==> src/slbs_pkg.sv <==
// Shared constants, types and helpers for the status light blink sequencer.
`default_nettype none

package slbs_pkg;

  // Pattern steps per blink cycle and length of the failsafe flash
  localparam int unsigned STEPS_PER_CYCLE = 10;
  localparam int unsigned FLASH_LENGTH    = 10;

  // Register map (word index) and reset values
  localparam int unsigned  REG_TICKS_PER_STEP   = 0;
  localparam logic [3:0]   TICKS_PER_STEP_RESET = 4'd5;

  // GPS state codes
  localparam logic [1:0] GPS_NONE   = 2'd0;
  localparam logic [1:0] GPS_LOCKED = 2'd3;

  // Light register, one bit per light
  typedef struct packed {
    logic motor_b;
    logic motor_a;
    logic gps;
    logic arm;
  } light_t;

  // Blink pattern: on at steps 3, 4, 8 and 9
  function automatic logic blink_on(input logic [3:0] step);
    blink_on = (step == 4'd3) || (step == 4'd4) || (step == 4'd8) || (step == 4'd9);
  endfunction

endpackage

`default_nettype wire

==> src/status_led_blink_sequencer.sv <==
// Status light blink sequencer: prescaler, step counter, light patterns and flash.
//
// Usage:
//   Input channel (in_valid_i / in_stall_o) carries one base tick per request
//   with the status flags. Output channel (out_valid_o / out_stall_i) returns
//   one request per tick with the four light states after that tick.
//   A request is taken at a rising edge with valid high and stall low.
//   The result is registered: it is valid in the cycle after the tick is accepted.
//   Throughput: one tick per cycle unless stalled; the light register is the
//   output register, so a new tick is taken in the same cycle the pending
//   result is drained. When the receiver stalls with a result pending,
//   in_stall_o rises and the state holds until the result is taken.
//   Configuration: APB register ticks_per_step at byte address 0 (reset 5,
//   0 acts as 1). Write only while idle; pready is always high.
//   Reset (rst_ni low, asynchronous): counters cleared, no flash running,
//   all lights off, no result pending, ticks_per_step back to 5.
`default_nettype none

module status_led_blink_sequencer
  import slbs_pkg::*;
(
  input  wire logic        clk_i,
  input  wire logic        rst_ni,
  // Tick input channel
  input  wire logic        in_valid_i,
  output logic             in_stall_o,
  input  wire logic        is_initialising_i,
  input  wire logic        is_armed_i,
  input  wire logic [1:0]  gps_state_i,
  input  wire logic        battery_alarm_i,
  input  wire logic        radio_alarm_i,
  input  wire logic        ground_link_alarm_i,
  // Light output channel
  output logic             out_valid_o,
  input  wire logic        out_stall_i,
  output logic             arm_light_o,
  output logic             gps_light_o,
  output logic             motor_light_a_o,
  output logic             motor_light_b_o,
  // Configuration port
  input  wire logic        psel,
  input  wire logic        penable,
  input  wire logic        pwrite,
  input  wire logic [2:0]  paddr,
  input  wire logic [31:0] pwdata,
  output logic [31:0]      prdata,
  output logic             pready
);

  logic [3:0] tps_q;
  logic [3:0] prescale_q, prescale_d;
  logic [3:0] step_q, step_d;
  logic       flash_active_q, flash_active_d;
  logic [3:0] flash_step_q, flash_step_d;
  light_t     light_q, light_d;
  logic       out_valid_q;

  logic       accept;
  logic       cfg_wr;
  logic       reg_sel;
  logic [3:0] ratio;
  logic [3:0] pre_inc;
  logic [3:0] step_inc;
  logic [3:0] flash_inc;
  logic       pass;
  logic       alarm;
  logic       arm_on;
  logic       flash_on;

  // Configuration port
  assign pready  = 1'b1;
  assign reg_sel = (paddr[2] == REG_TICKS_PER_STEP[0]);
  assign cfg_wr  = psel && penable && pwrite && pready && reg_sel;
  assign prdata  = reg_sel ? {28'd0, tps_q} : 32'd0;

  always_ff @(posedge clk_i or negedge rst_ni) begin
    if (!rst_ni) begin
      tps_q <= TICKS_PER_STEP_RESET;
    end else if (cfg_wr) begin
      tps_q <= pwdata[3:0];
    end
  end

  // Handshake: the light register doubles as the output register
  assign in_stall_o = out_valid_q && out_stall_i;
  assign accept     = in_valid_i && !in_stall_o;

  // Prescaler
  assign ratio   = (tps_q == 4'd0) ? 4'd1 : tps_q;
  assign pre_inc = prescale_q + 4'd1;
  assign pass    = (pre_inc >= ratio);

  // Next-state logic for one tick
  always_comb begin
    prescale_d     = pass ? 4'd0 : pre_inc;
    step_d         = step_q;
    flash_active_d = flash_active_q;
    flash_step_d   = flash_step_q;
    light_d        = light_q;
    alarm          = battery_alarm_i || radio_alarm_i || ground_link_alarm_i;
    step_inc       = step_q + 4'd1;
    flash_inc      = flash_step_q + 4'd1;
    arm_on         = 1'b0;
    flash_on       = 1'b0;

    if (pass) begin
      // Advance the pattern step and wrap
      step_d = (step_inc >= 4'(STEPS_PER_CYCLE)) ? 4'd0 : step_inc;

      if (is_initialising_i) begin
        // Alternate arm and GPS, leave the motor lights alone
        light_d.arm = ~step_d[0];
        light_d.gps = step_d[0];
      end else begin
        arm_on      = is_armed_i ? 1'b1 : blink_on(step_d);
        light_d.arm = arm_on;

        case (gps_state_i)
          GPS_NONE:   light_d.gps = 1'b0;
          GPS_LOCKED: light_d.gps = 1'b1;
          default:    light_d.gps = blink_on(step_d);
        endcase

        if (flash_active_q) begin
          // Advance the flash, drop it at the end
          if (flash_inc >= 4'(FLASH_LENGTH)) begin
            flash_on       = 1'b0;
            flash_active_d = 1'b0;
            flash_step_d   = 4'd0;
          end else begin
            flash_on     = flash_inc[0];
            flash_step_d = flash_inc;
          end
          light_d.motor_a = flash_on;
          light_d.motor_b = flash_on;
        end else if (alarm) begin
          // Start a flash, hold the motor lights this step
          flash_active_d = 1'b1;
          flash_step_d   = 4'd0;
        end else begin
          light_d.motor_a = arm_on;
          light_d.motor_b = arm_on;
        end
      end
    end
  end

  // State and result registers
  always_ff @(posedge clk_i or negedge rst_ni) begin
    if (!rst_ni) begin
      prescale_q     <= 4'd0;
      step_q         <= 4'd0;
      flash_active_q <= 1'b0;
      flash_step_q   <= 4'd0;
      light_q        <= '0;
      out_valid_q    <= 1'b0;
    end else begin
      if (accept) begin
        prescale_q     <= prescale_d;
        step_q         <= step_d;
        flash_active_q <= flash_active_d;
        flash_step_q   <= flash_step_d;
        light_q        <= light_d;
        out_valid_q    <= 1'b1;
      end else if (!out_stall_i) begin
        out_valid_q <= 1'b0;
      end
    end
  end

  assign out_valid_o     = out_valid_q;
  assign arm_light_o     = light_q.arm;
  assign gps_light_o     = light_q.gps;
  assign motor_light_a_o = light_q.motor_a;
  assign motor_light_b_o = light_q.motor_b;

`ifndef NO_ASSERTIONS
  // Step counter stays inside the cycle
  a_step_range: assert property (@(posedge clk_i) disable iff (!rst_ni)
    step_q < 4'(STEPS_PER_CYCLE))
    else $error("step counter out of range");

  // Flash counter is idle at zero and never reaches its length
  a_flash_idle: assert property (@(posedge clk_i) disable iff (!rst_ni)
    !flash_active_q |-> flash_step_q == 4'd0)
    else $error("flash step nonzero while no flash runs");

  a_flash_range: assert property (@(posedge clk_i) disable iff (!rst_ni)
    flash_step_q < 4'(FLASH_LENGTH))
    else $error("flash step out of range");

  // Every accepted tick yields a pending result
  a_accept_result: assert property (@(posedge clk_i) disable iff (!rst_ni)
    accept |=> out_valid_q)
    else $error("accepted tick produced no result");

  // A stalled result keeps the state frozen
  a_stall_hold: assert property (@(posedge clk_i) disable iff (!rst_ni)
    (out_valid_q && out_stall_i) |=> $stable(light_q) && $stable(step_q))
    else $error("state changed while result stalled");
`endif

endmodule

`default_nettype wire

==> config.mk <==
export PLATFORM = sky130hd
export DESIGN_NAME = status_led_blink_sequencer
export DESIGN_NICKNAME = d
export VERILOG_FILES = /design/src/slbs_pkg.sv /design/src/status_led_blink_sequencer.sv
export SDC_FILE = /design/constraint.sdc
export NUM_CORES = 1
export LEC_CHECK = 0
export BUFFER_PORTS_ARGS = -buffer_cell sky130_fd_sc_hd__clkbuf_2
export CORE_MARGIN = 2
export CORE_UTILIZATION = 45
export CTS_CLUSTER_SIZE = 8
export DETAILED_ROUTE_END_ITERATION = 7
export HOLD_SLACK_MARGIN = 0.06
export PLACE_DENSITY = 0.8
export RECOVER_POWER = 50
export SYNTH_ARGS = -nofsm -noshare
export SYNTH_HDL_FRONTEND = slang
export SYNTH_SLANG_ARGS = --single-unit
==> constraint.sdc <==
create_clock -name clk_i -period 2.4 [get_ports clk_i]
set_clock_uncertainty 0.1 [all_clocks]
set_input_delay 0.12 -clock clk_i [delete_from_list [all_inputs] [get_ports clk_i]]
set_output_delay 0.12 -clock clk_i [all_outputs]
set_load 0.1 [all_outputs]
==> impl_metrics.tcl, run 1 <==
set metrics [dict create \
    ir_worst_vdd_mv 0.5362 \
    grt_pass1_wl_um 4802 \
    end_kind "flip-flop" \
    antenna_found_initial 0 \
    yosys_warnings 0 \
    start_util_pct 47.99 \
    rr_startpoint "tps_q[2]" \
    dieArea_sq_um 4141 \
    synth_seq_area_share_pct 32.21 \
    cts-buffers-inserted 3 \
    rsz0062_at_grt "no" \
    die_x_um 64.35 \
    syn_to_final_growth_pct 10.15 \
    die_h_um 64.35 \
    crit_fanout 7 \
    final_hold_viol_count 0 \
    cts_hold_buf 6 \
    grt_max_degree 22 \
    synth_edf_count 0 \
    startpoint_type "flip-flop" \
    clk_path_buf_depth 2 \
    place_hpwl_um 2079 \
    synth_ff_type "dfrtp_1" \
    utilization_pct 52.86 \
    status "finished clean" \
    final_layout_size_suffix_gt1_share_pct 21.56 \
    netSwitchingFraction_pct 56.74 \
    synth-async-reset-ratio_pct 100.0 \
    p_per_area_nw_per_um2 1318 \
    slowest_stage "dfstp_2" \
    viasPerCell 4.780 \
    fp-row-count 21 \
    cts_tree "done" \
    post_cts_resized 0 \
    drv_cap 0 \
    dr.pass1.iters 4 \
    slew-limit-headroom_pct 23.48 \
    internal_power_mw 1.029 \
    drc 0 \
    synth_commonest_cells "30 x buf_4, 19 x dfrtp_1, 15 x nand2_1" \
    synth_most_common_cell "buf_4" \
    clkLatencyLatePin_ns 0.31 \
    crit_type "reg -> reg" \
    synth_area_leader_cell "dfrtp_1" \
    io_buffers 28 \
    met2_usage_pct 24.48 \
    p_comb_share_pct 65.3 \
    worstPathCellList "inv_1 -> a31o_2 -> ha_1 -> nor2b_1 -> o21ai_1 -> nand3_2 -> or4_1 -> nand2_1" \
    fmax_mhz 444.4 \
    required_ns 2.56 \
    placed_cells 254 \
    max_stage_delay_ns 0.54 \
    hp-start "out_stall_i" \
    fin_nets 278 \
    setup_viol 0 \
    hp-class "in -> reg" \
    clkSinkCount 21 \
    avgRoutedWirePerCell_um 10.29 \
    regToRegSetupSlack_ns 0.15 \
    clockPowerShare_pct 7.4 \
    syn-cell-area_sq_um 1639 \
    cts_setup_buffers 0 \
    ant_nets 0 \
    ys_seq_elements 21 \
    yosysUniqueCellTypes 47 \
    synthTopCellsByArea "dfrtp_1 29%, buf_4 14%, ha_1 7.6%" \
    grt_usage_pct 14.33 \
    synth_top_area_share_pct 29.01 \
    met3_usage_pct 3.873 \
    drtIter0Drc 51 \
    top_usage_layer "met2" \
    overflow 0 \
    p_total_mw 2.379 \
    path_clk_slew_ns 0.12 \
    netlist_instances 184 \
    startpoint "tps_q[2]" \
    routed_wl_um 2717 \
    antennaDiodeCount 0 \
    arrival_ns 2.41 \
    syn_avg_cell_area_sq_um 8.908 \
    met1_usage_pct 18.70 \
    cts-root-buf "clkbuf_4" \
    worst_pin_slew_ns 1.148 \
    htreeDepth 1 \
    p_sw_mw 1.350 \
    stdcell_count 264 \
    tns_ns 0 \
    p_leak_nw 0.9037 \
    core-area_sq_um 3416 \
    min_period_ns 2.250 \
    slew_violations 0 \
    num_vias 1262 \
    io_pins 88 \
    grt_pass1_vias 1117 \
    p_seq_share_pct 27.4 \
    finalCritPeriodShare_pct 93.76 \
    fill_cells 315 \
    place_congestion 0.8176 \
]
metal layers:
layer | wire [um] | part of all wire (%)
met4 | 15 | 0.55
met3 | 190 | 7.0
met5 | 0 | 0
met2 | 1237 | 46
met1 | 1273 | 47
kinds of logic after synthesis:
logic type,Yosys count,synth area share (%)
simple gates,57,19.09
buf+inv,42,16.64
compound gates,40,16.79
flops,21,32.21
fa+ha+maj,10,7.634
xor+xnor,7,3.741
mux,5,3.435
other cells,2,0.4582
cell type report:
class | count | area (sq um) | share of cell area (%)
multi-input cells | 148 | 940.9 | 52.11
flip-flops and latches | 21 | 529.3 | 29.31
repair buffers | 37 | 221.5 | 12.27
well taps | 46 | 57.56 | 3.188
inverters | 8 | 30.03 | 1.663
clock buffers | 4 | 26.28 | 1.455
registers in the layout (all words and copies together) (netlist names):
register,flops
gps_light_o,1
motor_light_b_o,1
arm_light_o,1
flash_active_q,1
step_q,4
prescale_q,4
out_valid_o,1
flash_step_q,4
tps_q,4
path summary, 6_finish.rpt:
kind	end	depth (start not counted)
worst max-delay path	flash_step_q[3]	8
worst min-delay path	out_valid_o	3
worst max register to register	flash_step_q[3]	8
worst min register to register	arm_light_o	2
max in group asynchronous	out_valid_o	2
min in group asynchronous	step_q[2]	2
power groups by stage:
stage	Clock (mW)	Sequential, mW	Combinational [mW]
floorplan	0	0.776	1.22
global placement	0	0.653	1.53
detailed placement	0	0.656	1.54
CTS	0.185	0.651	1.56
global route	0.205	0.678	1.71
finish	0.175	0.651	1.55
placed cells by master, fill, tap and decap left out, types with 6 or more instances in the layout:
master	instances
conb_1	29
nor2_1	10
o21ai_0	10
nor2b_1	6
clkbuf_2	27
inv_1	8
dlygate4sd3_1	6
ha_1	10
dfrtp_1	18
nand2_1	15
stage by stage:
stage	hold slack, ns	instance area (sq um)	setup slack (ns)
2_1_floorplan	-0.2756	1743	0.2094
3_3_place_gp	0.03191	1720	0.1626
3_5_place_dp	0.03067	1720	0.1631
4_1_cts	0.07650	1807	0.1365
5_1_grt	0.09169	1805	0.002437
6_report	0.08606	1805	0.1497
critical path: cells and delay by family, from the launching register on:
kind                     cells  cell delay, ns
flip-flops                   1            0.54
buffers and inverters        1            0.06
adder cells (fa/ha/maj)      1            0.27
AO/OA/AOI/OAI                2            0.43
AND/OR/NAND/NOR              4            0.82
(Power assumes the default switching activity.)
==> run 2, diff against run 1 <==
==> constraint.sdc (replaced) <==
create_clock -name clk_i -period 2.2 [get_ports clk_i]
set_clock_uncertainty 0.1 [all_clocks]
set_input_delay 0.11 -clock clk_i [delete_from_list [all_inputs] [get_ports clk_i]]
set_output_delay 0.11 -clock clk_i [all_outputs]
set_load 0.1 [all_outputs]
==> impl_metrics.tcl, run 2 (synthesis results as in run 1) <==
set metrics [dict create \
    p_seq_share_pct 24.9 \
    drc 0 \
    clkLatencyLatePin_ns 0.31 \
    core-area_sq_um 3416 \
    p_comb_share_pct 68.6 \
    worst_pin_slew_ns 1.142 \
    place_congestion 0.7919 \
    antenna_found_initial 0 \
    grt_pass1_wl_um 5085 \
    final_cell_mix "29 x conb_1, 27 x clkbuf_2, 17 x dfrtp_1" \
    regToRegSetupSlack_ns 0.09 \
    hp-class "in -> reg" \
    cts-buffers-inserted 3 \
    cts-root-buf "clkbuf_4" \
    routed_wl_um 3073 \
    utilization_pct 57.11 \
    fin_area_sq_um 1951 \
    clkSinkCount 21 \
    antennaDiodeCount 0 \
    drv_cap 0 \
    io_pins 88 \
    dieArea_sq_um 4141 \
    crit_fanout 3 \
    end_kind "flip-flop" \
    crit_family "compound AO/OA/AOI/OAI gates" \
    p_leak_nw 0.9590 \
    placed_area_sq_um 1758 \
    netSwitchingFraction_pct 55.27 \
    p_per_area_nw_per_um2 1492 \
    ant_nets 0 \
    worstPathCellList "inv_1 -> a31o_2 -> ha_4 -> nor2b_1 -> o21a_1 -> nor3_4 -> nand2b_1 -> buf_4 -> o31ai_2" \
    pre_cts_ws_ns -0.09260 \
    top_usage_layer "met2" \
    p_total_mw 2.911 \
    fmax_mhz 474.8 \
    drtIter0Drc 57 \
    cts_tree "done" \
    final_layout_size_suffix_gt1_share_pct 31.56 \
    p_sw_mw 1.609 \
    crit_type "reg -> reg" \
    grt_pass1_vias 1223 \
    met2_usage_pct 28.13 \
    die_h_um 64.35 \
    ir_worst_vdd_mv 0.5992 \
    grt_max_degree 22 \
    fp-row-count 21 \
    clk_path_buf_depth 2 \
    fin_nets 285 \
    hold_depth 3 \
    overflow 0 \
    status "finished clean" \
    min_period_ns 2.106 \
    setup_viol 0 \
    syn_to_final_growth_pct 19.01 \
    io_buffers 28 \
    max_stage_delay_ns 0.54 \
    dr.pass1.iters 4 \
    stdcell_count 271 \
    startpoint_type "flip-flop" \
    clockPowerShare_pct 6.5 \
    regArea_sq_um 530.5 \
    required_ns 2.33 \
    grt_usage_pct 15.14 \
    worstSetupPathDepth 9 \
    num_vias 1317 \
    placed_cells 259 \
    slew-limit-headroom_pct 23.86 \
    htreeDepth 1 \
    internal_power_mw 1.302 \
    fin_ws_ns 0.09368 \
    rr_worst_depth 9 \
    final_hold_viol_count 0 \
    avgRoutedWirePerCell_um 11.34 \
    place_hpwl_um 2314 \
    met1_usage_pct 18.13 \
    finalCritPeriodShare_pct 95.74 \
    met3_usage_pct 3.697 \
    arrival_ns 2.24 \
    viasPerCell 4.860 \
    layout_commonest_cell "conb_1" \
    cp_num_buf_inv 2 \
    start_util_pct 47.99 \
    path_clk_slew_ns 0.12 \
    fill_cells 334 \
    slew_violations 0 \
    rsz0062_at_grt "yes" \
    slowest_stage "dfstp_2" \
    multi_input_area_sq_um 1032 \
    die_x_um 64.35 \
]
[run 2: cell types whose count changed in the layout (fill, tap and decap cells not counted), sizes merged]
cell / previous run / this run
buf: 3 / 10
[run 2: path summary, 6_finish.rpt]
check | startpoint | to
min in group asynchronous | rst_ni | step_q[2]
max reg2reg | tps_q[2] | step_q[2]
min | out_stall_i | out_valid_o
max in group asynchronous | rst_ni | out_valid_o
min reg2reg | tps_q[3] | tps_q[3]
max | tps_q[2] | step_q[2]
[run 2: layout make-up]
cell class              instances  share of cell area (%)
repair buffers                 44                   14.05
flip-flops and latches         21                   27.20
clock buffers                   4                   1.347
inverters                       8                   1.539
multi-input cells             148                   52.92
well taps                      46                   2.951
[run 2: repair_timing]
item	in CTS	in global routing
endpoints found under the setup margin	4	14
hold endpoints to repair	26	0
pin swaps	1	7
hold buffers	6	0
buffers inserted	0	2
resized for setup	6	15
[run 2: metal layers]
metal	up-vias	wire length, um
met5	-	0
met4	0	14
met3	2	214
met2	52	1523
met1	601	1320
li1	662	-
[run 2: stage by stage]
step | hold slack [ns] | TNS, ns
5_1_grt | 0.08364 | -0.03184
6_report | 0.07398 | 0
2_1_floorplan | -0.2856 | 0
3_5_place_dp | 0.01883 | -0.09559
4_1_cts | 0.06299 | -0.005769
3_3_place_gp | 0.01098 | -0.005436
[run 2: power by group through the flow]
stage | combinational [mW] | sequential (mW) | clock (mW)
final | 2.00 | 0.724 | 0.190
after global routing | 2.19 | 0.755 | 0.215
after global placement | 1.73 | 0.712 | 0
after floorplan | 1.33 | 0.846 | 0
after detailed placement | 1.77 | 0.720 | 0
after CTS | 1.84 | 0.713 | 0.199
[run 2: tightest hold or removal path, cell delays in order]
cell,delay (ns)
clkbuf_2,0.10
and2_2,0.15
or2_2,0.10
==> run 3, diff against run 2 <==
--- a/config.mk
+++ b/config.mk
@@ -5,13 +5,13 @@
 export SDC_FILE = /design/constraint.sdc
 export NUM_CORES = 1
 export LEC_CHECK = 0
-export BUFFER_PORTS_ARGS = -buffer_cell sky130_fd_sc_hd__clkbuf_2
 export CORE_MARGIN = 2
 export CORE_UTILIZATION = 45
 export CTS_CLUSTER_SIZE = 8
 export DETAILED_ROUTE_END_ITERATION = 7
+export DONT_BUFFER_PORTS = 1
 export HOLD_SLACK_MARGIN = 0.06
-export PLACE_DENSITY = 0.8
+export PLACE_DENSITY = 0.6
 export RECOVER_POWER = 50
 export SYNTH_ARGS = -nofsm -noshare
 export SYNTH_HDL_FRONTEND = slang
==> constraint.sdc (replaced) <==
create_clock -name clk_i -period 2.2 [get_ports clk_i]
set_clock_uncertainty 0.1 [all_clocks]
set_input_delay 0.44 -clock clk_i [delete_from_list [all_inputs] [get_ports clk_i]]
set_output_delay 0.44 -clock clk_i [all_outputs]
set_load 0.1 [all_outputs]
==> impl_metrics.tcl, run 3 (synthesis results as in run 1) <==
set metrics [dict create \
    max_stage_delay_ns 0.56 \
    hold_slack_ns 0.1318 \
    io_buffers 0 \
    ant_nets 0 \
    setup_viol 0 \
    syn_to_final_growth_pct 13.59 \
    die_h_um 64.35 \
    startpoint_type "flip-flop" \
    place_hpwl_um 2442 \
    overflow 0 \
    grt_usage_pct 15.46 \
    viasPerCell 5.073 \
    rr_worst_depth 9 \
    drv_cap 0 \
    slowest_stage "dfstp_2" \
    status "finished clean" \
    rsz0062_at_grt "yes" \
    clkLatencyLatePin_ns 0.31 \
    end_kind "flip-flop" \
    grt_max_degree 22 \
    htreeDepth 1 \
    hp-class "in -> reg" \
    p_leak_nw 0.8789 \
    routed_wl_um 3115 \
    fmax_mhz 471.2 \
    die_x_um 64.35 \
    drtIter0Drc 83 \
    path_clk_slew_ns 0.12 \
    dieArea_sq_um 4141 \
    ir_worst_vdd_mv 0.6933 \
    arrival_ns 2.25 \
    antennaDiodeCount 0 \
    p_per_area_nw_per_um2 1585 \
    slew_violations 0 \
    p_total_mw 2.951 \
    worstSetupPathDepth 9 \
    crit_fanout 3 \
    cts-root-buf "clkbuf_4" \
    core-area_sq_um 3416 \
    final_cell_mix "29 x conb_1, 16 x dfrtp_1, 16 x buf_4" \
    drc 0 \
    placed_area_sq_um 1712 \
    fin_area_sq_um 1862 \
    final_hold_viol_count 0 \
    finalCritPeriodShare_pct 96.47 \
    hold_depth 1 \
    final_layout_size_suffix_gt1_share_pct 31.19 \
    worst_pin_slew_ns 0.9601 \
    clk_path_buf_depth 2 \
    fp-row-count 21 \
    worstPathCellList "inv_2 -> a31o_4 -> ha_4 -> nor2b_2 -> o21a_1 -> nor3_4 -> nand2b_1 -> buf_4 -> o31ai_4" \
    antenna_found_initial 0 \
    min_period_ns 2.122 \
    required_ns 2.33 \
    cts-buffers-inserted 3 \
    slew-limit-headroom_pct 35.78 \
    avgRoutedWirePerCell_um 12.56 \
    io_pins 88 \
    cts_tree "done" \
    dr.pass1.iters 4 \
    num_vias 1258 \
    fin_nets 262 \
    crit_type "reg -> reg" \
    place_congestion 0.8139 \
    clkSinkCount 21 \
    layout_commonest_cell "conb_1" \
    grt_pass1_wl_um 5119 \
    cp_num_buf_inv 2 \
    start_util_pct 47.99 \
    grt_pass1_vias 1224 \
    crit_family "compound AO/OA/AOI/OAI gates" \
]
[run 3: power by group]
part | internal (mW) | switching (mW)
clock network | 0.0679 | 0.121
logic | 0.719 | 1.32
registers | 0.536 | 0.186
total | 1.32 | 1.63
[run 3: metal layers]
metal	track usage [%]	wire length (um)
met5	0	0
met4	7.181	44
met3	3.345	210
met2	27.47	1606
met1	17.54	1253
[run 3: area by class of cell]
class | count | area [sq um]
Fill cell | 324 | 1554
Tap cell | 46 | 57.56
Inverter | 8 | 30.03
Timing Repair Buffer | 21 | 150.1
Sequential cell | 21 | 531.8
Multi-Input combinational cell | 148 | 1065
Clock buffer | 3 | 22.52
Clock inverter | 1 | 5.005
[run 3: worst register-to-register path, delay by kind of cell (launching register included)]
kind | cells | cell delay [ns]
AO/OA/AOI/OAI | 3 | 0.57
flip-flops | 1 | 0.56
AND/OR/NAND/NOR | 3 | 0.36
adder cells (fa/ha/maj) | 1 | 0.26
buffers and inverters | 2 | 0.20
[run 3: metrics by stage]
step	cells	TNS, ns	worst slack (ns)	utilization [%]
after global routing	248	-0.001167	-0.001167	54.51
after CTS	247	0	0.01944	51.76
after global placement	242	0	0.01804	50.11
final	248	0	0.07774	54.51
after detailed placement	242	-0.07908	-0.05327	50.11
after floorplan	211	0	0.009445	-
[run 3: worst paths after layout]
check | startpoint | to | slack, ns
min | in_valid_i | out_valid_o | 0.13
max | tps_q[2] | step_q[2] | 0.08
max in group asynchronous | rst_ni | out_valid_o | 0.74
min reg2reg | arm_light_o | arm_light_o | 0.40
min in group asynchronous | rst_ni | step_q[3] | 0.62
max reg2reg | tps_q[2] | step_q[2] | 0.08
[run 3: timing repair]
action / 4_1_cts / 5_1_grt
endpoints found under the setup margin: 5 / 15
hold endpoints to repair: 21 / 0
cloned: 0 / 0
resized for setup: 4 / 21
pin swaps: 3 / 4
setup buffers: 0 / 1
hold buffers: 1 / 0
